`config.mk`:
```
export PLATFORM = sky130hd
export DESIGN_NAME = lru_key_value_cache_unit
export DESIGN_NICKNAME = d
export VERILOG_FILES = /design/src/rtl/lkvc_pkg.sv /design/src/rtl/lru_key_value_cache_unit.sv
export SDC_FILE = /design/constraint.sdc
export NUM_CORES = 1
export LEC_CHECK = 0
export BUFFER_PORTS_ARGS = -buffer_cell sky130_fd_sc_hd__buf_2
export CAP_MARGIN = 20
export CORE_UTILIZATION = 50
export CTS_CLUSTER_DIAMETER = 200
export DETAILED_ROUTE_END_ITERATION = 10
export GPL_ROUTABILITY_DRIVEN = 0
export PLACE_DENSITY = 0.76
export SKIP_LAST_GASP = 1
export SYNTH_ARGS = -nofsm -noshare
export SYNTH_HDL_FRONTEND = slang
export SYNTH_SLANG_ARGS = --single-unit
```
`constraint.sdc`:
```
create_clock -name clk -period 16 [get_ports clk]
set_input_delay 0.8 -clock clk [delete_from_list [all_inputs] [get_ports clk]]
set_output_delay 0.8 -clock clk [all_outputs]
set_load 0.05 [all_outputs]
```
`src/rtl/lkvc_pkg.sv`:
```
// Package for the LRU key-value cache: sizes, codes and request/response types.
`timescale 1ns / 1ps

package lkvc_pkg;

  // Store geometry
  localparam int ENTRIES   = 16;
  localparam int IDX_W     = (ENTRIES > 1) ? $clog2(ENTRIES) : 1;
  localparam int RANK_W    = IDX_W;
  localparam int FILL_W    = $clog2(ENTRIES + 1);
  localparam int CAP_W     = 5;
  localparam int CMP_W     = (FILL_W > CAP_W) ? FILL_W : CAP_W;
  localparam int KEY_W     = 32;
  localparam int DATA_W    = 32;

  // Configuration
  localparam logic [CAP_W-1:0] CAP_RESET = CAP_W'(16);
  localparam logic             REG_CAPACITY = 1'b0;

  // Operation codes
  localparam logic FUNC_GET = 1'b0;
  localparam logic FUNC_SET = 1'b1;

  // Value returned on a miss and on every set
  localparam logic [DATA_W-1:0] MISS_VALUE = '1;

  typedef struct packed {
    logic                     func;
    logic signed [KEY_W-1:0]  key;
    logic signed [DATA_W-1:0] value;
  } req_t;

  typedef struct packed {
    logic                     hit;
    logic signed [DATA_W-1:0] read_value;
  } resp_t;

endpackage

```
`src/rtl/lru_key_value_cache_unit.sv`:
```
// Top level of the LRU key-value cache: slot scan sequencer, store and config port.
`timescale 1ns / 1ps

// Fully associative key-value cache with least-recently-used replacement.
// A request is taken when start is high and busy is low. One shared key
// comparator walks the slots one per cycle, then the update state writes
// the slot and updates recency ranks; the response appears on resp
// with done high for exactly one cycle. The receiver cannot stall: done
// is not held after that cycle, though resp keeps its value until the next
// update. busy drops in the done cycle, so a new request can be taken in
// that cycle; none is taken while one is in progress. No clearing pass is
// needed after reset. capacity (APB offset 0, values 0 and above 16 clamp
// to 1 and 16) is to be written by the user only while idle; the block does not enforce it.
module lru_key_value_cache_unit (
  input  logic                   clk,
  input  logic                   rst,
  input  logic                   start,
  output logic                   busy,
  input  lkvc_pkg::req_t         req,
  output logic                   done,
  output lkvc_pkg::resp_t        resp,
  input  logic                   psel,
  input  logic                   penable,
  input  logic                   pwrite,
  input  logic [2:0]             paddr,
  input  logic [31:0]            pwdata,
  output logic [31:0]            prdata,
  output logic                   pready
);

  import lkvc_pkg::*;

  localparam logic [1:0] ST_IDLE   = 2'd0;
  localparam logic [1:0] ST_SCAN   = 2'd1;
  localparam logic [1:0] ST_UPDATE = 2'd2;

  // Store
  logic [KEY_W-1:0]  key_mem  [ENTRIES];
  logic [DATA_W-1:0] data_mem [ENTRIES];
  logic [ENTRIES-1:0] valid;
  logic [RANK_W-1:0] rank [ENTRIES];
  logic [FILL_W-1:0] fill;
  logic [CAP_W-1:0]  capacity;

  // Sequencer
  logic [1:0]       state;
  logic [IDX_W-1:0] scan_idx;
  req_t             req_q;

  // Scan results
  logic              hit_f;
  logic [IDX_W-1:0]  hit_idx;
  logic [RANK_W-1:0] hit_rank;
  logic              any_f;
  logic [IDX_W-1:0]  vic_idx;
  logic [RANK_W-1:0] oldest;
  logic              free_f;
  logic [IDX_W-1:0]  free_idx;

  // Per-cycle compare on the scanned slot
  logic              cur_valid;
  logic              cur_match;
  logic [RANK_W-1:0] cur_rank;
  logic              scan_last;

  assign cur_valid = valid[scan_idx];
  assign cur_rank  = rank[scan_idx];
  assign cur_match = cur_valid && (key_mem[scan_idx] == KEY_W'(req_q.key));
  assign scan_last = (scan_idx == IDX_W'(ENTRIES - 1));

  assign busy = (state != ST_IDLE);

  // Effective capacity, clamped to 1..ENTRIES
  logic [CMP_W-1:0] cap_ext;
  logic [CMP_W-1:0] cap_eff;
  logic             full;

  always_comb begin
    cap_ext = CMP_W'(capacity);
    if (cap_ext == '0) begin
      cap_eff = CMP_W'(1);
    end else if (cap_ext > CMP_W'(ENTRIES)) begin
      cap_eff = CMP_W'(ENTRIES);
    end else begin
      cap_eff = cap_ext;
    end
    full = (CMP_W'(fill) >= cap_eff);
  end

  // Update decision: which slot, and touch or fresh insert
  logic              do_write;
  logic              do_touch;
  logic              do_insert;
  logic [IDX_W-1:0]  tgt;
  logic [RANK_W-1:0] tgt_rank;

  always_comb begin
    do_write  = 1'b0;
    do_touch  = 1'b0;
    do_insert = 1'b0;
    tgt       = hit_idx;
    tgt_rank  = hit_rank;
    if (hit_f) begin
      do_touch = 1'b1;
      do_write = (req_q.func == FUNC_SET);
    end else if (req_q.func == FUNC_SET) begin
      if (full && any_f) begin
        do_touch = 1'b1;
        do_write = 1'b1;
        tgt      = vic_idx;
        tgt_rank = oldest;
      end else if (free_f) begin
        do_insert = 1'b1;
        do_write  = 1'b1;
        tgt       = free_idx;
      end
    end
  end

  // Sequencer and scan bookkeeping
  always_ff @(posedge clk) begin
    if (rst) begin
      state    <= ST_IDLE;
      scan_idx <= '0;
      done     <= 1'b0;
    end else begin
      done <= 1'b0;
      case (state)
        ST_IDLE: begin
          if (start) begin
            state    <= ST_SCAN;
            scan_idx <= '0;
          end
        end
        ST_SCAN: begin
          if (scan_last) begin
            state <= ST_UPDATE;
          end else begin
            scan_idx <= scan_idx + IDX_W'(1);
          end
        end
        ST_UPDATE: begin
          state <= ST_IDLE;
          done  <= 1'b1;
        end
        default: state <= ST_IDLE;
      endcase
    end
  end

  // Request capture and per-slot scan tracking
  always_ff @(posedge clk) begin
    if (state == ST_IDLE && start) begin
      req_q  <= req;
      hit_f  <= 1'b0;
      any_f  <= 1'b0;
      free_f <= 1'b0;
    end else if (state == ST_SCAN) begin
      if (!hit_f && cur_match) begin
        hit_f    <= 1'b1;
        hit_idx  <= scan_idx;
        hit_rank <= cur_rank;
      end
      if (cur_valid && (!any_f || cur_rank > oldest)) begin
        any_f   <= 1'b1;
        vic_idx <= scan_idx;
        oldest  <= cur_rank;
      end
      if (!cur_valid && !free_f) begin
        free_f   <= 1'b1;
        free_idx <= scan_idx;
      end
    end
  end

  // Key and data store
  always_ff @(posedge clk) begin
    if (state == ST_UPDATE && do_write) begin
      key_mem[tgt]  <= KEY_W'(req_q.key);
      data_mem[tgt] <= DATA_W'(req_q.value);
    end
  end

  // Response register
  always_ff @(posedge clk) begin
    if (state == ST_UPDATE) begin
      resp.hit <= hit_f;
      if (hit_f && req_q.func == FUNC_GET) begin
        resp.read_value <= data_mem[hit_idx];
      end else begin
        resp.read_value <= MISS_VALUE;
      end
    end
  end

  // Valid bits, recency ranks and fill count
  always_ff @(posedge clk) begin
    if (rst) begin
      valid <= '0;
      fill  <= '0;
      for (int i = 0; i < ENTRIES; i++) begin
        rank[i] <= '0;
      end
    end else if (state == ST_UPDATE) begin
      for (int i = 0; i < ENTRIES; i++) begin
        if (IDX_W'(i) == tgt) begin
          if (do_touch || do_insert) begin
            rank[i] <= '0;
          end
        end else if (valid[i]) begin
          if (do_insert || (do_touch && rank[i] < tgt_rank)) begin
            rank[i] <= rank[i] + RANK_W'(1);
          end
        end
      end
      if (do_insert) begin
        valid[tgt] <= 1'b1;
        fill       <= fill + FILL_W'(1);
      end
    end
  end

  // Configuration port
  assign pready = 1'b1;

  always_ff @(posedge clk) begin
    if (rst) begin
      capacity <= CAP_RESET;
    end else if (psel && penable && pwrite && paddr[2] == REG_CAPACITY) begin
      capacity <= pwdata[CAP_W-1:0];
    end
  end

  always_comb begin
    prdata = '0;
    if (paddr[2] == REG_CAPACITY) begin
      prdata = 32'(capacity);
    end
  end

endmodule
```
==> impl_metrics.tcl, run 1 <==
set metrics [dict create \
    worst-setup-path-type "register to register" \
    instances_no_fill 4043 \
    die_w_um 318.7 \
    die-height_um 318.7 \
    cts_hold_repair.buffers 0 \
    ios 174 \
    async_flop_share 0 \
    drv_slew 0 \
    final_nets 2841 \
    grt_pass1_vias 26460 \
    via_per_inst 6.299 \
    antenna_found_initial 2 \
    p_seq_frac 0.550 \
    cts_buffers 119 \
    cts_resized 0 \
    fp.coreArea_mm2 0.09885 \
    netlist_area_mm2 0.05014 \
    combinationalPowerShare 0.025 \
    start_util 0.5072 \
    worstHoldEndpoint "req_q[26]" \
    tns_ns 0 \
    synth_warnings 0 \
    cp_max_fo 10 \
    drcViolationCount 0 \
    hpwl_um 59820 \
    fill_cells 6834 \
    hold_class "input port to register" \
    period_needed_ns 5.453 \
    cts_sinks 1246 \
    drt_wl_total_um 116300 \
    drv_cap 0 \
    clockBufferDepth 3 \
    h-tree-depth 3 \
    swShare 0.2053 \
    ys_seq_area_frac 0.7382 \
    p_leak_uw 0.01777 \
    synthToLayoutAreaGrowth_pct 12.34 \
    r2r_end "rank[10][0]" \
    path_clk_slew_ns 0.06 \
    reg2reg_depth 18 \
    hp-start "req[26]" \
    grt_max_degree 101 \
    drtIter0Drc 3112 \
    synth.avg_cell_area_um2 20.32 \
    p_int_uw 5291 \
    diodes 0 \
    setup_ws_ns 10.55 \
    clkPwrFrac 0.425 \
    drive_gt1_frac 0.2558 \
    synth.distinct_cells 60 \
    wl_per_cell_um 28.76 \
    place_inst 3824 \
    cp.required_ns 16.35 \
    cts-root-buf "clkbuf_16" \
    peakVddDrop_uv 106.8 \
    worstSetupEndpointType "register" \
    fin_skew_ns 0.02950 \
    grt_overflow 0 \
    globalRouteMet2Util 0.3907 \
    hold_depth 1 \
    num_vias 25470 \
    grt_pass1_wl_um 171800 \
    die_area_mm2 0.1016 \
    regToRegStartpoint "cap_ext[1]" \
    rows 115 \
    syn_inst 2467 \
    hold_viol_final 0 \
    grtUsageMet1 0.3039 \
    post-cts-setup-buffer-count 0 \
    fmax_mhz 183.4 \
    crit_path_frequent_cell "nor2_1" \
    cts_tree "built" \
    tightest_slew_ns 1.176 \
    worstPathCellList "nor3_1 > nor2_1 > nor2_1 > ha_1 > nand2b_1 > a21o_1 > a21oi_1 > o21ai_0 > nand2_1 > nor2_1 > a21oi_2 > buf_8 > ha_1 > a21oi_1 > nor2b_1 > o31ai_1 > o2111ai_1 > o21ai_0" \
    p_sw_uw 1367 \
    synth_seq_cells 1246 \
    grt_use_total 0.2305 \
    slowest_stage "a21oi_1" \
    dr.pass1.iters 5 \
    synth_edf_count 1206 \
    grt_use_met3 0.03949 \
    slew_headroom 0.2162 \
    status "finished, final reports clean" \
    fin_crit_sh 0.3408 \
    power_density_mw_per_mm2 118.2 \
    port-buffer-count 116 \
    cp-start-kind "register" \
    ys.flop_type "edfxtp_1" \
    crit_path_max_incr_delay_ns 0.62 \
    rsz0062_at_grt "no" \
    r2r_slack_ns 10.55 \
    antenna_left 0 \
    insertion_delay_ns 0.71 \
    arrival_ns 5.80 \
    setup_violations 0 \
    top_usage_layer "met2" \
    place_ws_ns 10.33 \
]
==> worst max-delay path, delay by kind of cell, from the launching register on <==
family	cells	cell delay (ns)
adders and majority gates	2	0.49
AOI/OAI and AO/OA	8	3.06
buffers and inverters	1	0.24
DFF	1	0.34
and+or+nand+nor	7	0.97
==> state kept, by name (all words and copies together) (netlist names), named ones only <==
register,cells
any_f,1
cap_ext,5
data_mem,512
done,1
fill,5
free_f,1
free_idx,4
hit_f,1
hit_idx,4
hit_rank,4
key_mem,512
oldest,4
rank,64
req_q,65
resp,33
scan_idx,4
state,2
valid,16
vic_idx,4
==> worst max-delay path by stage <==
| stage | endpoint | cells after the start | slack [ns] | start |
|---|---|---|---|---|
| final | rank[10][0] | 18 | 10.55 | cap_ext[1] |
| after detailed placement | data_mem[9][16] | 13 | 10.33 | cap_ext[1] |
| after CTS | data_mem[9][16] | 13 | 10.30 | cap_ext[1] |
| after floorplan | data_mem[0][0] | 12 | 9.81 | cap_ext[1] |
| after global placement | key_mem[12][19] | 12 | 10.04 | cap_ext[1] |
| after global routing | rank[8][1] | 18 | 10.28 | cap_ext[1] |
==> Yosys cell counts (3+ instances only) <==
| library cell | count | share of area |
|---|---|---|
| edfxtp_1 | 1206 | 0.72 |
| mux4_2 | 292 | 0.13 |
| a21oi_1 | 77 | 0.0077 |
| ha_1 | 75 | 0.019 |
| mux2i_1 | 69 | 0.014 |
| nor2_1 | 56 | 0.0042 |
| nor3_1 | 56 | 0.0056 |
| nor2b_1 | 50 | 0.0062 |
| clkbuf_1 | 49 | 0.0037 |
| xor2_1 | 44 | 0.0077 |
| nand2b_1 | 42 | 0.0052 |
| dfxtp_1 | 40 | 0.016 |
| xnor2_1 | 38 | 0.0066 |
| buf_4 | 37 | 0.0055 |
| buf_2 | 31 | 0.0031 |
| nand2_1 | 28 | 0.0021 |
| nand3_1 | 28 | 0.0028 |
| nand4_1 | 28 | 0.0035 |
| o21ai_0 | 25 | 0.0025 |
| nor4_1 | 18 | 0.0022 |
| buf_1 | 17 | 0.0013 |
| mux2_2 | 17 | 0.0038 |
| nor3b_1 | 17 | 0.0025 |
| o31ai_1 | 17 | 0.0025 |
| o2111ai_1 | 15 | 0.0026 |
| inv_1 | 14 | 0.0010 |
| o211ai_1 | 9 | 0.0013 |
| o22ai_1 | 8 | 0.0010 |
| mux4_1 | 6 | 0.0031 |
| a221oi_1 | 5 | 0.00087 |
| a22o_1 | 5 | 0.00087 |
| a22oi_1 | 5 | 0.00075 |
| a211oi_1 | 4 | 0.00060 |
| o211a_1 | 4 | 0.00080 |
| a2111oi_0 | 3 | 0.00052 |
==> metrics by stage <==
step / hold WS [ns] / power, uW / util / area, um2
finish: 0.2652 / 6659 / 0.5698 / 56330
global route: 0.2451 / 6828 / 0.5698 / 56330
CTS: 0.2281 / 6690 / 0.5696 / 56310
detailed placement: 0.4943 / 3894 / 0.5302 / 52410
global placement: 0.4763 / 3881 / 0.5293 / 52320
floorplan: 0.4410 / 3833 / - / 50240
==> routing by layer <==
metal  part of all wire  vias up
li1                   -    10570
met1               0.38    13260
met2               0.51     1386
met3              0.087      242
met4              0.028        2
met5            0.00011        -
==> cell families after synthesis <==
kind of cell,share of synthesized area
fa+ha+maj,0.01872
xor+xnor,0.01432
simple gates,0.03631
mux,0.1519
flops,0.7382
buf+inv,0.01577
other cells,0.0001498
compound gates,0.02460
==> cells in the final DEF, fill, tap and decap left out, drive strengths merged, types with 4 or more instances in the layout <==
cell,count
a211oi,4
a21oi,77
a221oi,5
a22o,5
a22oi,5
buf,182
bufinv,16
clkbuf,137
clkinv,50
clkinvlp,6
conb,28
dfxtp,40
edfxtp,1206
ha,75
inv,23
mux2,17
mux2i,69
mux4,298
nand2,28
nand2b,42
nand3,28
nand4,28
nor2,56
nor2b,50
nor3,56
nor3b,17
nor4,18
o2111ai,15
o211a,4
o211ai,9
o21ai,26
o22ai,8
o31ai,17
xnor2,38
xor2,44
==> power by group through the flow <==
stage	Sequential, uW	Clock, uW	Combinational, uW
floorplan	3700	0	133
CTS	3660	2860	169
global route	3660	2980	181
finish	3660	2830	168
detailed placement	3730	0	167
global placement	3720	0	161
==> final cells by class <==
cell class / count / area, um2 / share of cell area
flip-flops and latches: 1246 / 37030 / 0.6574
multi-input cells: 1095 / 12600 / 0.2237
clock buffers: 136 / 3042 / 0.05400
well taps: 1287 / 1610 / 0.02859
repair buffers: 184 / 1135 / 0.02015
clock inverters: 81 / 858.3 / 0.01524
inverters: 14 / 52.55 / 0.0009329
Power figures use the tool's default switching activity.
==> run 2: changes to the inputs <==
- clock period: 16 -> 5.35 ns (I/O delays scaled with it)
==> run 2 against run 1 <==
  * Maximum frequency increased by 12%
  * Combinational power increased to 3.3 times the previous value
  * Critical path depth unchanged
  * Critical path type unchanged
  * Critical endpoint is now rank[2][3]
  * Largest cell class unchanged
==> impl_metrics.tcl, run 2 (synthesis gave the netlist of run 1 again) <==
set metrics [dict create \
    power_uw 19530 \
    crit_path_max_incr_delay_ns 0.54 \
    instances_no_fill 4113 \
    ios 174 \
    die_w_um 318.7 \
    cp.required_ns 5.69 \
    final_common_cell "edfxtp_1" \
    tightest_slew_ns 1.088 \
    cts_sinks 1246 \
    fin_skew_ns 0.04375 \
    hpwl_um 58010 \
    synthToLayoutAreaGrowth_pct 13.93 \
    drv_cap 0 \
    cts_buffers 116 \
    hold_class "input port to register" \
    r2r_slack_ns 0.50 \
    arrival_ns 5.18 \
    start_util 0.5072 \
    worstSetupEndpointType "register" \
    clockBufferDepth 3 \
    period_needed_ns 4.848 \
    port-buffer-count 116 \
    place_ws_ns 0.6304 \
    insertion_delay_ns 0.71 \
    drt_wl_total_um 113900 \
    via_per_inst 6.220 \
    hp-start "pwrite" \
    drive_gt1_frac 0.2459 \
    dr.pass1.iters 6 \
    path_clk_slew_ns 0.06 \
    hold_viol_final 0 \
    die-height_um 318.7 \
    fin_crit_sh 0.9062 \
    h-tree-depth 3 \
    place_inst 3834 \
    drtIter0Drc 3087 \
    fill_cells 6840 \
    grt_max_degree 130 \
    cts_resized 0 \
    grt_pass1_vias 26520 \
    p_leak_uw 0.01805 \
    reg2reg_depth 18 \
    final_cell_mix "edfxtp_1 (1206), mux4_2 (292), clkbuf_16 (117)" \
    setup_ws_ns 0.5016 \
    die_area_mm2 0.1016 \
    grt_overflow 0 \
    power_density_mw_per_mm2 341.9 \
    status "finished, final reports clean" \
    antenna_left 0 \
    worst-setup-path-type "register to register" \
    cts-root-buf "clkbuf_16" \
    final_nets 2918 \
    fp.coreArea_mm2 0.09885 \
    drcViolationCount 0 \
    cts_tree "built" \
    grt_use_total 0.2261 \
    cp-start-kind "register" \
    fmax_mhz 206.3 \
    worstPathCellList "nor3_1 > nor2_1 > nor2_1 > ha_1 > nand2b_1 > a21o_1 > a21oi_1 > o21ai_0 > nand2_1 > nor2_1 > a21oi_1 > buf_4 > ha_1 > a21oi_1 > nor2b_1 > o31ai_1 > o2111ai_1 > o21ai_0" \
    crit_start "cap_ext[1]" \
    drv_slew 0 \
    diodes 0 \
    regToRegStartpoint "cap_ext[1]" \
    setup_violations 0 \
    wl_per_cell_um 27.69 \
    grt_pass1_wl_um 170100 \
    num_vias 25580 \
    reg.largest.list "data_mem: 512 flops, key_mem: 512 flops, req_q: 65 flops" \
    peakVddDrop_uv 261.4 \
    r2r_end "rank[2][3]" \
    rsz0062_at_grt "no" \
    cp_max_fo 16 \
    slowest_stage "o21ai_0" \
    antenna_found_initial 2 \
    critPathCapture "rank[2][3]" \
    rows 115 \
    slew_headroom 0.2747 \
]
-- run 2: how the worst min path moves through the flow --
stage                            end  cells past startpoint
after floorplan             req_q[0]                      0
after global placement     req_q[19]                      1
after detailed placement   req_q[44]                      1
after CTS                 cap_ext[4]                      3
after global routing      cap_ext[4]                      3
final                     cap_ext[4]                      3
-- run 2: what timing repair did --
item                      4_1_cts  5_1_grt
hold buffers                   71        0
buffers inserted                0        0
hold endpoints to repair       71        0
-- run 2: through the flow --
stage	utilization	instance area, um2	setup TNS (ns)	hold WS (ns)
final	0.5779	57130	0	0.1301
after global routing	0.5779	57130	0	0.1527
after CTS	0.5778	57110	0	0.1088
after detailed placement	0.5335	52740	0	0.4459
after global placement	0.5333	52720	0	0.4434
after floorplan	-	50260	-313.59	0.3664
-- run 2: layer usage --
metal,wire [um],vias to the layer above,share of wire,GRT usage
met4,2907,0,0.026,0.06989
met3,9841,206,0.086,0.03148
met2,57450,1370,0.50,0.3818
met1,43690,13290,0.38,0.3061
met5,0,-,0,0
li1,-,10720,-,-
-- run 2: cell type report --
type	instances	area [um2]	share of cell area
clock buffers	138	3007	0.05263
repair buffers	264	2181	0.03818
clock inverters	69	660.6	0.01156
inverters	14	52.55	0.0009199
flip-flops and latches	1246	37030	0.6482
multi-input cells	1095	12580	0.2203
well taps	1287	1610	0.02819
-- run 2: power breakdown --
part | internal (uW) | switching [uW]
Sequential | 10800 | 170
Clock | 4530 | 3510
Combinational | 251 | 310
Total | 15500 | 3990
-- run 2: critical path, delay by kind of cell, from the launching register on --
kind | cells | cell delay, ns
AOI/OAI and AO/OA | 8 | 2.41
adders and majority gates | 2 | 0.55
DFF | 1 | 0.34
buffers and inverters | 1 | 0.30
and+or+nand+nor | 7 | 0.85
